## config.mk

```make
export PLATFORM = sky130hd
export DESIGN_NAME = adc_scan_voltage_monitor
export DESIGN_NICKNAME = d
export VERILOG_FILES = /design/src/hw/rtl/asvm_pkg.sv /design/src/hw/rtl/adc_scan_voltage_monitor.sv
export SDC_FILE = /design/constraint.sdc
export NUM_CORES = 1
export LEC_CHECK = 0
export CORE_ASPECT_RATIO = 0.8
export CORE_MARGIN = 2
export CORE_UTILIZATION = 45
export CTS_BUF_LIST = sky130_fd_sc_hd__clkbuf_16
export CTS_CLUSTER_DIAMETER = 50
export DETAILED_ROUTE_END_ITERATION = 16
export DONT_BUFFER_PORTS = 1
export PLACE_DENSITY_LB_ADDON = 0.1
export SYNTH_ARGS = -nofsm -noshare
export SYNTH_HDL_FRONTEND = slang
export SYNTH_SLANG_ARGS = --single-unit
```

## constraint.sdc

```tcl
create_clock -name clk -period 10.92 [get_ports clk]
set_input_delay 0.546 -clock clk [delete_from_list [all_inputs] [get_ports clk]]
set_output_delay 0.546 -clock clk [all_outputs]
set_load 0.1 [all_outputs]
```

## src/hw/rtl/asvm_pkg.sv

```systemverilog
// ----------------------------------------------------------------------------
// asvm_pkg: shared types and constants for the ADC scan voltage monitor
// Channel codes, register indexes, field widths and scaling constants.
// ----------------------------------------------------------------------------
package asvm_pkg;

  // default parameter values
  localparam int SAMPLE_BITS_DEF = 10;
  localparam int FRAC_BITS_DEF   = 6;

  // port widths
  localparam int IN_SAMPLE_W = 10;
  localparam int THRESH_W    = 10;
  localparam int CFG_IDX_W   = 1;
  localparam int CFG_DATA_W  = 10;
  localparam int CHAN_W      = 2;
  localparam int VOLTS_W     = 5;
  localparam int HUND_W      = 7;

  typedef logic [CHAN_W-1:0]    chan_t;
  typedef logic [CFG_IDX_W-1:0] cfg_idx_t;

  // channels of the scan rotation
  localparam chan_t CH_THROTTLE = 2'd0;
  localparam chan_t CH_CAP1     = 2'd1;
  localparam chan_t CH_SUPPLY   = 2'd2;

  // configuration register indexes
  localparam cfg_idx_t REG_SERIES_MODE = 1'd0;
  localparam cfg_idx_t REG_THRESHOLD   = 1'd1;

  localparam logic [THRESH_W-1:0] THRESH_RESET = 10'd400;

  // 16 V full scale: sample scaled by 2^4 before the divide by full count
  localparam int FS_SHIFT = 4;

  // supply scaling: 391 / 12500 per count, divisor split as 4 * 3125
  localparam int SERIES_MUL      = 391;
  localparam int SERIES_MUL_W    = 9;
  localparam int SERIES_DIV      = 12500;
  localparam int SERIES_PRESHIFT = 2;
  localparam int SERIES_DIV_ODD  = SERIES_DIV / (1 << SERIES_PRESHIFT);
  localparam int SERIES_DIV_W    = 11;   // 2^11 < 3125

  localparam int HUNDRED  = 100;
  localparam int VOLTS_SAT = 31;
  localparam int HUND_SAT  = 99;

endpackage

```

## src/hw/rtl/adc_scan_voltage_monitor.sv

```systemverilog
// ----------------------------------------------------------------------------
// adc_scan_voltage_monitor: capacitor and supply voltage readout from ADC scan
//
// Samples arrive on the in_ channel in a fixed rotation: throttle, capacitor
// one, supply. Each transfer gives one result transfer on the out_ channel
// with the channel the sample belonged to and the throttle-over flag. On a
// supply sample the result also carries capacitor one and capacitor two in
// volts and hundredths (volts_valid set); otherwise those fields are zero.
// Registers are written on the cfg_ channel; cfg_ready is always high. The
// user must write them only while the block is idle; it is not enforced.
//
// Throughput: one sample per cycle unless out_stall holds the pipe. The depth
// is set by the supply scaling: constant multiply, reciprocal multiply,
// quotient correction, hundredths conversion and the capacitor two
// subtraction each own a stage. When a result sits on the outputs and
// out_stall is high, the whole pipe holds and in_stall rises in the same
// cycle. Reset empties the pipe, starts the rotation at the throttle channel,
// clears the stored samples, sets series_mode to 0 and the threshold to 400.
// ----------------------------------------------------------------------------
module adc_scan_voltage_monitor
  import asvm_pkg::*;
#(
  parameter int SAMPLE_BITS = SAMPLE_BITS_DEF,
  parameter int FRAC_BITS   = FRAC_BITS_DEF
) (
  input  logic                   clk,
  input  logic                   rst_n,
  // sample channel
  input  logic                   in_valid,
  output logic                   in_stall,
  input  logic [IN_SAMPLE_W-1:0] in_sample,
  // result channel
  output logic                   out_valid,
  input  logic                   out_stall,
  output logic [CHAN_W-1:0]      out_sampled_channel,
  output logic                   out_throttle_over,
  output logic                   out_volts_valid,
  output logic [VOLTS_W-1:0]     out_cap1_volts,
  output logic [HUND_W-1:0]      out_cap1_hundredths,
  output logic [VOLTS_W-1:0]     out_cap2_volts,
  output logic [HUND_W-1:0]      out_cap2_hundredths,
  output logic                   out_cap2_clamped,
  // configuration
  input  logic                   cfg_valid,
  output logic                   cfg_ready,
  input  logic [CFG_IDX_W-1:0]   cfg_index,
  input  logic [CFG_DATA_W-1:0]  cfg_data
);

  localparam int N    = SAMPLE_BITS;
  localparam int F    = FRAC_BITS;
  localparam int K    = F + FS_SHIFT;
  localparam int XW   = N + K;
  // full-scale divide
  localparam logic [XW:0] DIV_D1 = (XW+1)'((1 << N) - 1);
  localparam logic [XW:0] DIV_D2 = (XW+1)'(2 * ((1 << N) - 1));
  // supply scaling
  localparam int YW_FULL = N + F + SERIES_MUL_W;
  localparam int YW      = YW_FULL - SERIES_PRESHIFT;
  localparam int MW      = YW - SERIES_DIV_W;
  localparam logic [MW-1:0] RECIP = MW'((64'd1 << YW) / SERIES_DIV_ODD);
  localparam int PW      = YW + MW;
  // whole volts widths
  localparam int SW   = MW - F;
  localparam int CW   = ((SW > VOLTS_W) ? SW : VOLTS_W) + 1;
  localparam int CMPW = (N > THRESH_W) ? N : THRESH_W;

  // s * 2^K / (2^N - 1): shift-add estimate, low by at most two, then fix up
  function automatic logic [K:0] scale_fx(input logic [N-1:0] s);
    logic [XW-1:0] x;
    logic [XW:0]   sum;
    logic [K:0]    q0;
    logic [XW:0]   r;
    x   = {s, {K{1'b0}}};
    sum = {1'b0, x} + (XW+1)'(x >> N);
    q0  = sum[XW:N];
    r   = {1'b0, x} - {q0, {N{1'b0}}} + (XW+1)'(q0);
    return q0 + (K+1)'(r >= DIV_D1) + (K+1)'(r >= DIV_D2);
  endfunction

  // fractional bits to hundredths, truncated
  function automatic logic [HUND_W-1:0] frac_hund(input logic [F-1:0] fr);
    logic [F+6:0] p;
    p = (F+7)'(fr) * (F+7)'(HUNDRED);
    return HUND_W'(p >> F);
  endfunction

  // --------------------------------------------------------------------------
  // configuration and scan state
  // --------------------------------------------------------------------------
  logic                series_mode_r;
  logic [THRESH_W-1:0] threshold_r;
  chan_t               ch_idx_r;
  logic [N-1:0]        throttle_r;
  logic [N-1:0]        cap1_r;

  logic   adv;
  logic   in_accept;
  chan_t  ch_cur;
  chan_t  ch_idx_nxt;
  logic [N-1:0] samp;
  logic [N-1:0] thr_cur;
  logic         over_nxt;

  assign cfg_ready = 1'b1;
  // the pipe moves unless a result is held by the receiver
  assign adv       = !out_valid || !out_stall;
  assign in_stall  = !adv;
  assign in_accept = in_valid && adv;
  assign samp      = N'(in_sample);

  always_comb begin
    case (ch_idx_r)
      CH_CAP1: begin
        ch_cur     = CH_CAP1;
        ch_idx_nxt = CH_SUPPLY;
      end
      CH_SUPPLY: begin
        ch_cur     = CH_SUPPLY;
        ch_idx_nxt = CH_THROTTLE;
      end
      default: begin
        ch_cur     = CH_THROTTLE;
        ch_idx_nxt = CH_CAP1;
      end
    endcase
  end

  assign thr_cur  = (ch_cur == CH_THROTTLE) ? samp : throttle_r;
  assign over_nxt = CMPW'(thr_cur) > CMPW'(threshold_r);

  always_ff @(posedge clk) begin
    if (!rst_n) begin
      series_mode_r <= 1'b0;
      threshold_r   <= THRESH_RESET;
      ch_idx_r      <= CH_THROTTLE;
      throttle_r    <= '0;
      cap1_r        <= '0;
    end else begin
      if (cfg_valid && cfg_ready) begin
        case (cfg_index)
          REG_SERIES_MODE: series_mode_r <= cfg_data[0];
          REG_THRESHOLD:   threshold_r   <= THRESH_W'(cfg_data);
          default: ;
        endcase
      end
      if (in_accept) begin
        ch_idx_r <= ch_idx_nxt;
        if (ch_cur == CH_THROTTLE) throttle_r <= samp;
        if (ch_cur == CH_CAP1)     cap1_r     <= samp;
      end
    end
  end

  // --------------------------------------------------------------------------
  // pipeline registers
  // --------------------------------------------------------------------------
  logic s1_valid_r, s2_valid_r, s3_valid_r, s4_valid_r, s5_valid_r;
  logic out_valid_r;

  // stage 1: captured sample
  chan_t        s1_ch_r;
  logic         s1_over_r, s1_mode_r;
  logic [N-1:0] s1_samp_r, s1_cap1_r;
  // stage 2: full-scale quotients and supply product
  chan_t        s2_ch_r;
  logic         s2_over_r, s2_mode_r;
  logic [K:0]   s2_fx1_r, s2_fxp_r;
  logic [YW-1:0] s2_yq_r;
  // stage 3: reciprocal product
  chan_t        s3_ch_r;
  logic         s3_over_r, s3_mode_r;
  logic [K:0]   s3_fx1_r, s3_fxp_r;
  logic [YW-1:0] s3_yq_r;
  logic [PW-1:0] s3_prod_r;
  // stage 4: corrected supply quotient
  chan_t        s4_ch_r;
  logic         s4_over_r, s4_mode_r;
  logic [K:0]   s4_fx1_r, s4_fxp_r;
  logic [MW-1:0] s4_fxs_r;
  // stage 5: volts and hundredths
  chan_t        s5_ch_r;
  logic         s5_over_r, s5_mode_r;
  logic [VOLTS_W-1:0] s5_v1_r, s5_vp_r;
  logic [HUND_W-1:0]  s5_h1_r, s5_hp_r, s5_hs_r;
  logic [SW-1:0]      s5_vs_r;
  // output
  chan_t              out_ch_r;
  logic               out_over_r, out_vv_r, out_clamp_r;
  logic [VOLTS_W-1:0] out_v1_r, out_v2_r;
  logic [HUND_W-1:0]  out_h1_r, out_h2_r;

  // stage 2 logic
  logic [YW_FULL-1:0] y_nxt;
  logic [YW-1:0]      yq_nxt;
  assign y_nxt  = YW_FULL'({s1_samp_r, {F{1'b0}}}) * YW_FULL'(SERIES_MUL);
  assign yq_nxt = y_nxt[YW_FULL-1:SERIES_PRESHIFT];

  // stage 3 logic
  logic [PW-1:0] prod_nxt;
  assign prod_nxt = PW'(s2_yq_r) * PW'(RECIP);

  // stage 4 logic: estimate is low by at most one
  logic [MW-1:0] q0;
  logic [YW-1:0] rem;
  logic [MW-1:0] fxs_nxt;
  assign q0      = s3_prod_r[PW-1:YW];
  assign rem     = s3_yq_r - YW'(YW'(q0) * YW'(SERIES_DIV_ODD));
  assign fxs_nxt = q0 + MW'(rem >= YW'(SERIES_DIV_ODD));

  // output stage logic: capacitor two
  logic [CW-1:0]     vs_e, v1_e, dv;
  logic              borrow, neg, sat;
  logic [HUND_W:0]   dh_w;
  logic [VOLTS_W-1:0] v2_nxt;
  logic [HUND_W-1:0]  h2_nxt, h1_nxt;
  logic [VOLTS_W-1:0] v1_nxt;
  logic               clamp_nxt, vv_nxt;

  assign vs_e   = CW'(s5_vs_r);
  assign v1_e   = CW'(s5_v1_r);
  // borrow only when the supply hundredths are strictly below
  assign borrow = s5_hs_r < s5_h1_r;
  assign neg    = (vs_e < v1_e) || ((vs_e == v1_e) && borrow);
  assign dv     = vs_e - v1_e - CW'(borrow);
  assign dh_w   = borrow ? ((HUND_W+1)'(s5_hs_r) + (HUND_W+1)'(HUNDRED)
                            - (HUND_W+1)'(s5_h1_r))
                         : ((HUND_W+1)'(s5_hs_r) - (HUND_W+1)'(s5_h1_r));
  assign sat    = dv > CW'(VOLTS_SAT);

  always_comb begin
    vv_nxt    = (s5_ch_r == CH_SUPPLY);
    clamp_nxt = 1'b0;
    v1_nxt    = '0;
    h1_nxt    = '0;
    v2_nxt    = '0;
    h2_nxt    = '0;
    if (vv_nxt) begin
      v1_nxt = s5_v1_r;
      h1_nxt = s5_h1_r;
      if (!s5_mode_r) begin
        v2_nxt = s5_vp_r;
        h2_nxt = s5_hp_r;
      end else if (neg) begin
        clamp_nxt = 1'b1;
      end else if (sat) begin
        v2_nxt = VOLTS_W'(VOLTS_SAT);
        h2_nxt = HUND_W'(HUND_SAT);
      end else begin
        v2_nxt = dv[VOLTS_W-1:0];
        h2_nxt = dh_w[HUND_W-1:0];
      end
    end
  end

  always_ff @(posedge clk) begin
    if (!rst_n) begin
      s1_valid_r  <= 1'b0;
      s2_valid_r  <= 1'b0;
      s3_valid_r  <= 1'b0;
      s4_valid_r  <= 1'b0;
      s5_valid_r  <= 1'b0;
      out_valid_r <= 1'b0;
    end else if (adv) begin
      s1_valid_r  <= in_accept;
      s2_valid_r  <= s1_valid_r;
      s3_valid_r  <= s2_valid_r;
      s4_valid_r  <= s3_valid_r;
      s5_valid_r  <= s4_valid_r;
      out_valid_r <= s5_valid_r;
    end
  end

  always_ff @(posedge clk) begin
    if (adv) begin
      s1_ch_r   <= ch_cur;
      s1_over_r <= over_nxt;
      s1_mode_r <= series_mode_r;
      s1_samp_r <= samp;
      s1_cap1_r <= cap1_r;

      s2_ch_r   <= s1_ch_r;
      s2_over_r <= s1_over_r;
      s2_mode_r <= s1_mode_r;
      s2_fx1_r  <= scale_fx(s1_cap1_r);
      s2_fxp_r  <= scale_fx(s1_samp_r);
      s2_yq_r   <= yq_nxt;

      s3_ch_r   <= s2_ch_r;
      s3_over_r <= s2_over_r;
      s3_mode_r <= s2_mode_r;
      s3_fx1_r  <= s2_fx1_r;
      s3_fxp_r  <= s2_fxp_r;
      s3_yq_r   <= s2_yq_r;
      s3_prod_r <= prod_nxt;

      s4_ch_r   <= s3_ch_r;
      s4_over_r <= s3_over_r;
      s4_mode_r <= s3_mode_r;
      s4_fx1_r  <= s3_fx1_r;
      s4_fxp_r  <= s3_fxp_r;
      s4_fxs_r  <= fxs_nxt;

      s5_ch_r   <= s4_ch_r;
      s5_over_r <= s4_over_r;
      s5_mode_r <= s4_mode_r;
      s5_v1_r   <= s4_fx1_r[K:F];
      s5_h1_r   <= frac_hund(s4_fx1_r[F-1:0]);
      s5_vp_r   <= s4_fxp_r[K:F];
      s5_hp_r   <= frac_hund(s4_fxp_r[F-1:0]);
      s5_vs_r   <= s4_fxs_r[MW-1:F];
      s5_hs_r   <= frac_hund(s4_fxs_r[F-1:0]);

      out_ch_r    <= s5_ch_r;
      out_over_r  <= s5_over_r;
      out_vv_r    <= vv_nxt;
      out_v1_r    <= v1_nxt;
      out_h1_r    <= h1_nxt;
      out_v2_r    <= v2_nxt;
      out_h2_r    <= h2_nxt;
      out_clamp_r <= clamp_nxt;
    end
  end

  assign out_valid           = out_valid_r;
  assign out_sampled_channel = out_ch_r;
  assign out_throttle_over   = out_over_r;
  assign out_volts_valid     = out_vv_r;
  assign out_cap1_volts      = out_v1_r;
  assign out_cap1_hundredths = out_h1_r;
  assign out_cap2_volts      = out_v2_r;
  assign out_cap2_hundredths = out_h2_r;
  assign out_cap2_clamped    = out_clamp_r;

  // --------------------------------------------------------------------------
  // assertions
  // --------------------------------------------------------------------------
  a_stall_only_when_held: assert property (@(posedge clk) disable iff (!rst_n)
    in_stall |-> (out_valid && out_stall))
    else $error("input stalled without a held result");

  a_volts_on_supply: assert property (@(posedge clk) disable iff (!rst_n)
    (out_valid && out_volts_valid) |-> (out_sampled_channel == CH_SUPPLY))
    else $error("voltage fields on a non-supply result");

  a_clamp_reads_zero: assert property (@(posedge clk) disable iff (!rst_n)
    (out_valid && out_cap2_clamped) |->
      (out_volts_valid && out_cap2_volts == '0 && out_cap2_hundredths == '0))
    else $error("clamped capacitor two is not zero");

  a_hund_range: assert property (@(posedge clk) disable iff (!rst_n)
    out_valid |-> (out_cap1_hundredths < HUND_W'(HUNDRED) &&
                   out_cap2_hundredths < HUND_W'(HUNDRED)))
    else $error("hundredths out of range");

  a_rotation: assert property (@(posedge clk) disable iff (!rst_n)
    (in_accept && ch_idx_r == CH_CAP1) |=> (ch_idx_r == CH_SUPPLY))
    else $error("rotation did not advance to supply");

endmodule

```

==> results of run 1 <==
cell families after synthesis:
logic type,count (synthesis),share of synthesized area
other cells,1,0.0001783
mux,27,0.01338
compound gates,240,0.07496
flops,273,0.3712
fa+ha+maj,525,0.3669
xor+xnor,99,0.04194
simple gates,283,0.06841
buf+inv,349,0.06300
layer usage:
metal	vias to the layer above	share of wire	global-route usage
li1	6160	-	-
met1	5871	0.53	0.2559
met2	140	0.43	0.2489
met3	34	0.035	0.03070
met4	0	0.011	0.03008
met5	-	0	0
per-stage QoR:
step | util | worst slack (ns)
global placement | 0.4737 | 4.519
detailed placement | 0.4737 | 4.334
global route | 0.4977 | 4.002
floorplan | - | 1.647
CTS | 0.4977 | 4.306
finish | 0.4977 | 4.322
sequential cells by signal, summed over array words and instances (netlist names), 10 cells and up:
register and cells:
s4_fx1_r 11, s3_yq_r 19, s4_fxs_r 12, cap1_r 10, threshold_r 10, throttle_r 10, s3_fxp_r 11, s1_samp_r 10
s2_fx1_r 11, s1_cap1_r 10, s2_fxp_r 11, s3_prod_r 12, s3_fx1_r 11, s2_yq_r 19, s4_fxp_r 11
synth_stat cells (all sizes together), types with 4 or more instances:
cell type  count
a211oi         6
a21boi        26
a21o          22
a21oi         72
a31oi         13
and2          13
and3          15
buf            5
clkbuf        20
dfxtp         39
edfxtp       234
fa           153
ha           372
inv          324
mux2           9
mux2i         18
nand2         90
nand2b        28
nand3         19
nand4         10
nand4b         4
nor2          44
nor2b         22
nor3          12
nor4b          7
o211ai        13
o21a           8
o21ai         33
o21bai        12
or3            5
xnor2         62
xor2          36
cell type report:
cell class / count / area [sq um]
clock buffers: 35 / 875.8
clock inverters: 25 / 229.0
fillers: 4179 / 23050
inverters: 324 / 1216
multi-input cells: 1176 / 11910
flip-flops and latches: 273 / 7807
well taps: 612 / 765.7
repair buffers: 5 / 37.54
final timing paths:
| check | depth (start not counted) | slack [ns] | end | startpoint |
|---|---|---|---|---|
| max | 20 | 4.32 | s4_fxs_r[10] | s3_prod_r[31] |
| min reg2reg | 0 | 0.40 | s3_fx1_r[6] | s2_fx1_r[6] |
| max reg2reg | 20 | 4.32 | s4_fxs_r[10] | s3_prod_r[31] |
| min | 1 | 0.1 | threshold_r[4] | rst_n |
==> flow_summary.json, run 1 <==
{
  "syn_to_final_growth_pct": 8.608,
  "port_buffers": 0,
  "dpl_cell_area_sq_mm": 0.02174,
  "fp-row-count": 70,
  "cts_max_level": 2,
  "drive_above_1_share": 0.04026,
  "yosysWarnings": 0,
  "yosys_register_bits": 273,
  "cts.clk_slew.worst_paths_ns": 0.06,
  "grt_pass1_wl_microns": 64630,
  "clock-sinks": 273,
  "criticalPathCategory": "reg -> reg",
  "period_share": 0.6042,
  "synth_area_sq_mm": 0.02103,
  "finalHoldViolCount": 0,
  "layout.cells.non_filler": 2450,
  "cp_common_cell": "ha_1",
  "relSlewSlack": 0.2251,
  "yosysTopAreaCell": "edfxtp_1",
  "status": "completed",
  "dp_hpwl_microns": 30650,
  "ys_top_cells_by_area": "edfxtp_1 (33%), ha_1 (22%), fa_1 (15%)",
  "synth.yosys.seq_area_share": 0.3712,
  "synth_edf_count": 234,
  "antenna_found_initial": 0,
  "vias_per_cell": 4.982,
  "hp-class": "in -> reg",
  "dieWidth_microns": 245.7,
  "setup_violations": 0,
  "synth_top_cell_area_share": 0.3341,
  "design_area_sq_mm": 0.02284,
  "worst-path-buf-inv": 1,
  "synthFlopType": "edfxtp_1",
  "ios": 58,
  "gp_congestion": 0.8266,
  "critPathRequiredTime_ns": 11.19,
  "nNetsFinal": 2366,
  "cts_buffer_depth": 3,
  "grt.total_usage": 0.1673,
  "vias": 12210,
  "ant_nets": 0,
  "grt_overflow_total": 0,
  "worst_ep_arrival_time_ns": 6.86,
  "cp-end-kind": "flop",
  "fmax_mhz": 151.6,
  "cts_hold_buffers": 0,
  "first_pass_iters": 5,
  "final_cell_mix": "ha_1 (372), inv_1 (329), edfxtp_1 (234)",
  "period_minus_slack_ns": 6.598,
  "ys_async_sr_fraction": 0,
  "layout_commonest_cell": "ha_1",
  "hold_ws_ns": 0.09913,
  "numCtsBuffers": 35,
  "wl_microns": 38690,
  "final.setup.tns_ns": 0,
  "slowest_stage": "fa_1",
  "clk_latency_ns": 0.54,
  "die_h_microns": 197.4,
  "diodes": 0,
  "core_sq_mm": 0.04589,
  "grt_pass1_vias": 12390,
  "syn_area_per_cell_sq_um": 11.70,
  "wire_per_inst_microns": 15.79,
  "yosysUniqueCellTypes": 68,
  "worstSetupStartpointType": "flop",
  "path_delay_family": "adder cells",
  "worstPathCellList": "ha_1 > fa_1 > fa_1 > ha_1 > fa_1 > inv_1 > ha_1 > a211oi_1 > o21ai_0 > or4b_1 > o21ai_0 > or4_1 > or4_1 > nor4_1 > nand4_1 > ha_1 > ha_1 > and3_1 > nand3_1 > xnor2_1",
  "post_cts_resized": 0,
  "cts_setup_buffers": 0,
  "worst_path_largest_cell_delay_ns": 0.55,
  "cts_root_buf": "clkbuf_16",
  "cp_max_fo": 8,
  "die-area_sq_mm": 0.04850,
  "syn_inst": 1797,
  "initial_utilization": 0.4583,
  "cts_tree": "yes",
  "drtIter0Drc": 535,
  "cap_viol_max_count": 0,
  "finClkSkew_ns": 0.02750,
  "grt_start_max_net_pins": 76,
  "dp.cells": 2390,
  "final_max_slew_viol_count": 0,
  "rsz0062_at_grt": "no",
  "worstMarginPinSlew_ns": 1.147,
  "drc": 0
}
Power of run 1 is left out: the tool's default activity adds up to more than one toggle a clock period on the data nets, which glitch-free logic cannot reach.
==> run 2, diff against run 1 <==
==> constraint.sdc (replaced) <==
create_clock -name clk -period 6.1 [get_ports clk]
set_input_delay 0.305 -clock clk [delete_from_list [all_inputs] [get_ports clk]]
set_output_delay 0.305 -clock clk [all_outputs]
set_load 0.1 [all_outputs]
==> flow_summary.json, run 2 (same netlist as run 1, synthesis figures left out) <==
{
  "wl_microns": 40120,
  "hp-class": "in -> reg",
  "fmax_mhz": 169.9,
  "worst_ep_arrival_time_ns": 6.16,
  "cts_root_buf": "clkbuf_16",
  "vias_per_cell": 4.994,
  "layout_commonest_cell": "ha_1",
  "port_buffers": 0,
  "grtUsageMet1": 0.2605,
  "drtIter0Drc": 509,
  "final_cell_mix": "ha_1 (356), inv_1 (327), edfxtp_1 (234)",
  "drive_above_1_share": 0.08381,
  "ios": 58,
  "vias": 12590,
  "initial_utilization": 0.4583,
  "wire_per_inst_microns": 15.91,
  "cts_tree": "yes",
  "status": "completed",
  "grt_util_met3": 0.02540,
  "syn_to_final_growth_pct": 12.68,
  "grt.total_usage": 0.1715,
  "final.setup.tns_ns": 0,
  "top_regs": "s2_yq_r: 19 flops, s3_yq_r: 19 flops",
  "core_sq_mm": 0.04589,
  "dieWidth_microns": 245.7,
  "grtUsageMet2": 0.2597,
  "critPathRequiredTime_ns": 6.37,
  "grt_overflow_total": 0,
  "cap_viol_max_count": 0,
  "worstPathCellList": "buf_4 > ha_2 > ha_4 > inv_1 > fa_1 > fa_1 > inv_1 > fa_1 > inv_1 > ha_4 > a21oi_2 > a31oi_1 > nand4b_1 > or4_1 > or4_4 > nor4_4 > nand4_1 > ha_2 > ha_2 > and3_4 > nand3_1 > xnor2_1",
  "slowest_stage": "fa_1",
  "die_h_microns": 197.4,
  "busiest_layer": "met1",
  "final-seq-area_sq_mm": 0.007807,
  "cts_max_level": 2,
  "nFillCells": 4065,
  "period_share": 0.9650,
  "antenna_found_initial": 0,
  "worstMarginPinSlew_ns": 1.117,
  "path_delay_family": "adder cells",
  "cp-end-kind": "flop",
  "ant_nets": 0,
  "grt_start_max_net_pins": 88,
  "multiInputGateArea_sq_mm": 0.01217,
  "clk_latency_ns": 0.52,
  "first_pass_iters": 5,
  "final_max_slew_viol_count": 0,
  "worst-path-buf-inv": 4,
  "cts_buffer_depth": 3,
  "numCtsBuffers": 35,
  "drc": 0,
  "grt_pass1_vias": 12880,
  "diodes": 0,
  "cts.clk_slew.worst_paths_ns": 0.06,
  "worst_path_largest_cell_delay_ns": 0.55,
  "die-area_sq_mm": 0.04850,
  "nNetsFinal": 2434,
  "grt_pass1_wl_microns": 66780,
  "fp-row-count": 70,
  "finClkSkew_ns": 0.01666,
  "dp_hpwl_microns": 31380,
  "gp_congestion": 0.8556,
  "period_minus_slack_ns": 5.886,
  "cp_max_fo": 8,
  "finalHoldViolCount": 0,
  "relSlewSlack": 0.2458,
  "worstSetupStartpointType": "flop",
  "clock-sinks": 273,
  "setup_violations": 0,
  "criticalPathCategory": "reg -> reg"
}
[run 2: cell count changes in the layout (fill, tap and decap cells not counted), sizes merged]
cell / before / now
clkinvlp: 0 / 3
dlygate4sd3: 0 / 20
inv: 337 / 339
clkinv: 10 / 8
buf: 5 / 53
[run 2: worst paths after layout]
| check | from | endpoint | slack [ns] | cells after the start |
|---|---|---|---|---|
| worst max-delay path | s3_prod_r[32] | s4_fxs_r[10] | 0.21 | 22 |
| worst min-delay path | cfg_valid | series_mode_r | 0.06 | 3 |
| worst max register to register | s3_prod_r[32] | s4_fxs_r[10] | 0.21 | 22 |
| worst min register to register | s2_fxp_r[6] | s3_fxp_r[6] | 0.41 | 0 |
[run 2: worst register-to-register path: cells and delay by family, from the launching register on]
kind / cells / cell delay (ns)
and+or+nand+nor: 7 / 1.73
xor gates and xnor gates: 1 / 0.06
AOI/OAI and AO/OA: 2 / 0.27
buffers and inverters: 4 / 0.34
adders and majority gates: 8 / 2.79
DFF: 1 / 0.47
[run 2: area by class of cell]
cell class / instances / area share
multi-input cells: 1176 / 0.5135
clock inverters: 28 / 0.01056
well taps: 612 / 0.03231
flip-flops and latches: 273 / 0.3294
inverters: 324 / 0.05132
repair buffers: 73 / 0.02592
clock buffers: 35 / 0.03696
[run 2: what timing repair did]
item / in CTS / in global routing
hold buffers: 21 / 0
pin swaps: 5 / 2
resized for setup: 17 / 30
setup endpoints to repair: 9 / 9
buffers inserted: 3 / 6
endpoints found under the hold margin: 49 / 0
[run 2: metal layers]
metal	wire length, microns	share of wire
met2	17520	0.44
met5	0	0
met4	568	0.014
met1	20850	0.52
met3	1186	0.030
[run 2: through the flow]
stage | worst slack (ns) | area [sq um] | util | hold WS [ns] | cells
floorplan | 0.1066 | 21040 | - | 0.4003 | 1798
global placement | -0.04500 | 22030 | 0.4801 | 0.3967 | 2428
detailed placement | -0.1841 | 22030 | 0.4801 | 0.4025 | 2428
CTS | 0.1270 | 23500 | 0.5120 | 0.02737 | 2515
global route | -0.01135 | 23700 | 0.5164 | 0.06694 | 2521
finish | 0.2137 | 23700 | 0.5164 | 0.05714 | 2521
Power of run 2 is left out for the same reason.
==> run 3, diff against run 2 <==
--- a/config.mk
+++ b/config.mk
@@ -12,7 +12,7 @@
 export CTS_CLUSTER_DIAMETER = 50
 export DETAILED_ROUTE_END_ITERATION = 16
 export DONT_BUFFER_PORTS = 1
-export PLACE_DENSITY_LB_ADDON = 0.1
+export PLACE_DENSITY = 0.59
 export SYNTH_ARGS = -nofsm -noshare
 export SYNTH_HDL_FRONTEND = slang
 export SYNTH_SLANG_ARGS = --single-unit
==> flow_summary.json, run 3 (same netlist as run 1, synthesis figures left out) <==
{
  "cp_common_cell": "fa_1",
  "worstSetupStartpointType": "flop",
  "wire_per_inst_microns": 15.48,
  "layout_commonest_cell": "ha_1",
  "cp_max_fo": 4,
  "worst_path_largest_cell_delay_ns": 0.53,
  "period_minus_slack_ns": 5.909,
  "cts_root_buf": "clkbuf_16",
  "criticalPathCategory": "reg -> reg",
  "path_delay_family": "adder cells",
  "grt_pass1_vias": 12740,
  "first_pass_iters": 5,
  "cts_buffer_depth": 3,
  "finClkSkew_ns": 0.03144,
  "rrSetupSlack_ns": 0.19,
  "worstMarginPinSlew_ns": 1.105,
  "dieWidth_microns": 245.7,
  "cts_tree": "yes",
  "relSlewSlack": 0.2539,
  "hp-start": "rst_n",
  "cap_viol_max_count": 0,
  "core_sq_mm": 0.04589,
  "port_buffers": 0,
  "initial_utilization": 0.4583,
  "dp_hpwl_microns": 30510,
  "setup_violations": 0,
  "critPathRequiredTime_ns": 6.36,
  "hp-class": "in -> reg",
  "fp-row-count": 70,
  "final_cell_mix": "ha_1 (359), inv_1 (329), edfxtp_1 (234)",
  "final_max_slew_viol_count": 0,
  "status": "completed",
  "diodes": 0,
  "cts.clk_slew.worst_paths_ns": 0.06,
  "grt_overflow_total": 0,
  "finalHoldViolCount": 0,
  "hold_depth": 2,
  "worst_ep_arrival_time_ns": 6.16,
  "r2r_cells": 23,
  "antenna_found_initial": 1,
  "die-area_sq_mm": 0.04850,
  "min_to": "threshold_r[8]",
  "die_h_microns": 197.4,
  "r2r_start": "s3_prod_r[33]",
  "clk_latency_ns": 0.52,
  "wl_microns": 38930,
  "ios": 58,
  "nNetsFinal": 2429,
  "period_share": 0.9686,
  "numCtsBuffers": 34,
  "drtIter0Drc": 651,
  "worst-path-buf-inv": 4,
  "drc": 0,
  "vias": 12680,
  "grt.total_usage": 0.1648,
  "drive_above_1_share": 0.07518,
  "worstPathCellList": "buf_6 > ha_4 > fa_1 > inv_1 > fa_1 > fa_1 > inv_1 > fa_1 > inv_1 > ha_1 > a21o_1 > a21o_1 > a21oi_1 > o21ai_0 > or4_1 > or4_4 > nor4_4 > nand4_1 > ha_2 > ha_2 > and3_4 > nand3_1 > xnor2_1",
  "top_regs": "s2_yq_r: 19 flops, s3_yq_r: 19 flops",
  "crit_cells": 23,
  "clock-sinks": 273,
  "syn_to_final_growth_pct": 11.96,
  "final.setup.tns_ns": 0,
  "final_util": 0.5131,
  "cts_max_level": 2,
  "ant_nets": 0,
  "grt_start_max_net_pins": 142,
  "fmax_mhz": 169.2,
  "vias_per_cell": 5.043,
  "cp-end-kind": "flop",
  "grt_pass1_wl_microns": 64580,
  "gp_congestion": 0.8607,
  "reg2reg_to": "s4_fxs_r[10]",
  "slowest_stage": "fa_1"
}
## run 3: metal layers
metal / share of wire / vias to the layer above / global-route usage
met4: 0.012 / 0 / 0.03210
met5: 0 / - / 0
met1: 0.52 / 6168 / 0.2483
met3: 0.037 / 39 / 0.02731
li1: - / 6300 / -
met2: 0.43 / 172 / 0.2507
## run 3: stage by stage
step | worst slack, ns | cell area, sq um | hold WS (ns) | instances
2_1_floorplan | 0.1066 | 21040 | 0.4003 | 1798
5_1_grt | -0.03027 | 23550 | 0.04828 | 2514
3_3_place_gp | -0.03277 | 22020 | 0.4008 | 2425
4_1_cts | 0.06210 | 23380 | 0.03815 | 2510
3_5_place_dp | -0.1084 | 22020 | 0.4027 | 2425
6_report | 0.1914 | 23550 | 0.05760 | 2514
## run 3: worst max path at each step
stage | start | end | slack (ns)
floorplan | out_valid | out_valid | 0.11
global placement | s3_prod_r[32] | s4_fxs_r[10] | -0.03
detailed placement | s3_prod_r[31] | s4_fxs_r[10] | -0.11
CTS | s3_prod_r[32] | s4_fxs_r[10] | 0.06
global route | s3_prod_r[31] | s4_fxs_r[9] | -0.03
finish | s3_prod_r[33] | s4_fxs_r[10] | 0.19
## run 3: repair_timing
action / 4_1_cts / 5_1_grt
setup buffers: 4 / 4
pin swaps: 3 / 6
setup endpoints to repair: 7 / 9
hold endpoints to repair: 49 / 0
gates cloned: 0 / 0
hold buffers: 21 / 0
resized for setup: 9 / 25
## run 3: final cells by class
class | count | area, sq um
clock buffer | 35 | 875.8
clock inverter | 25 | 180.2
fill | 4068 | 22350
inverter | 324 | 1216
multi-input combinational | 1176 | 12110
sequential | 273 | 7807
tap | 612 | 765.7
timing repair buffer | 69 | 596.8
## run 3: worst register-to-register path: stages (launching register included)
cell	delay, ns
edfxtp_1	0.46
buf_6	0.16
ha_4	0.14
fa_1	0.47
inv_1	0.05
fa_1	0.47
fa_1	0.49
inv_1	0.06
fa_1	0.53
inv_1	0.05
ha_1	0.20
a21o_1	0.17
a21o_1	0.17
a21oi_1	0.12
o21ai_0	0.09
or4_1	0.50
or4_4	0.44
nor4_4	0.15
nand4_1	0.19
ha_2	0.23
ha_2	0.19
and3_4	0.16
nand3_1	0.09
xnor2_1	0.07
Power of run 3 is left out for the same reason.
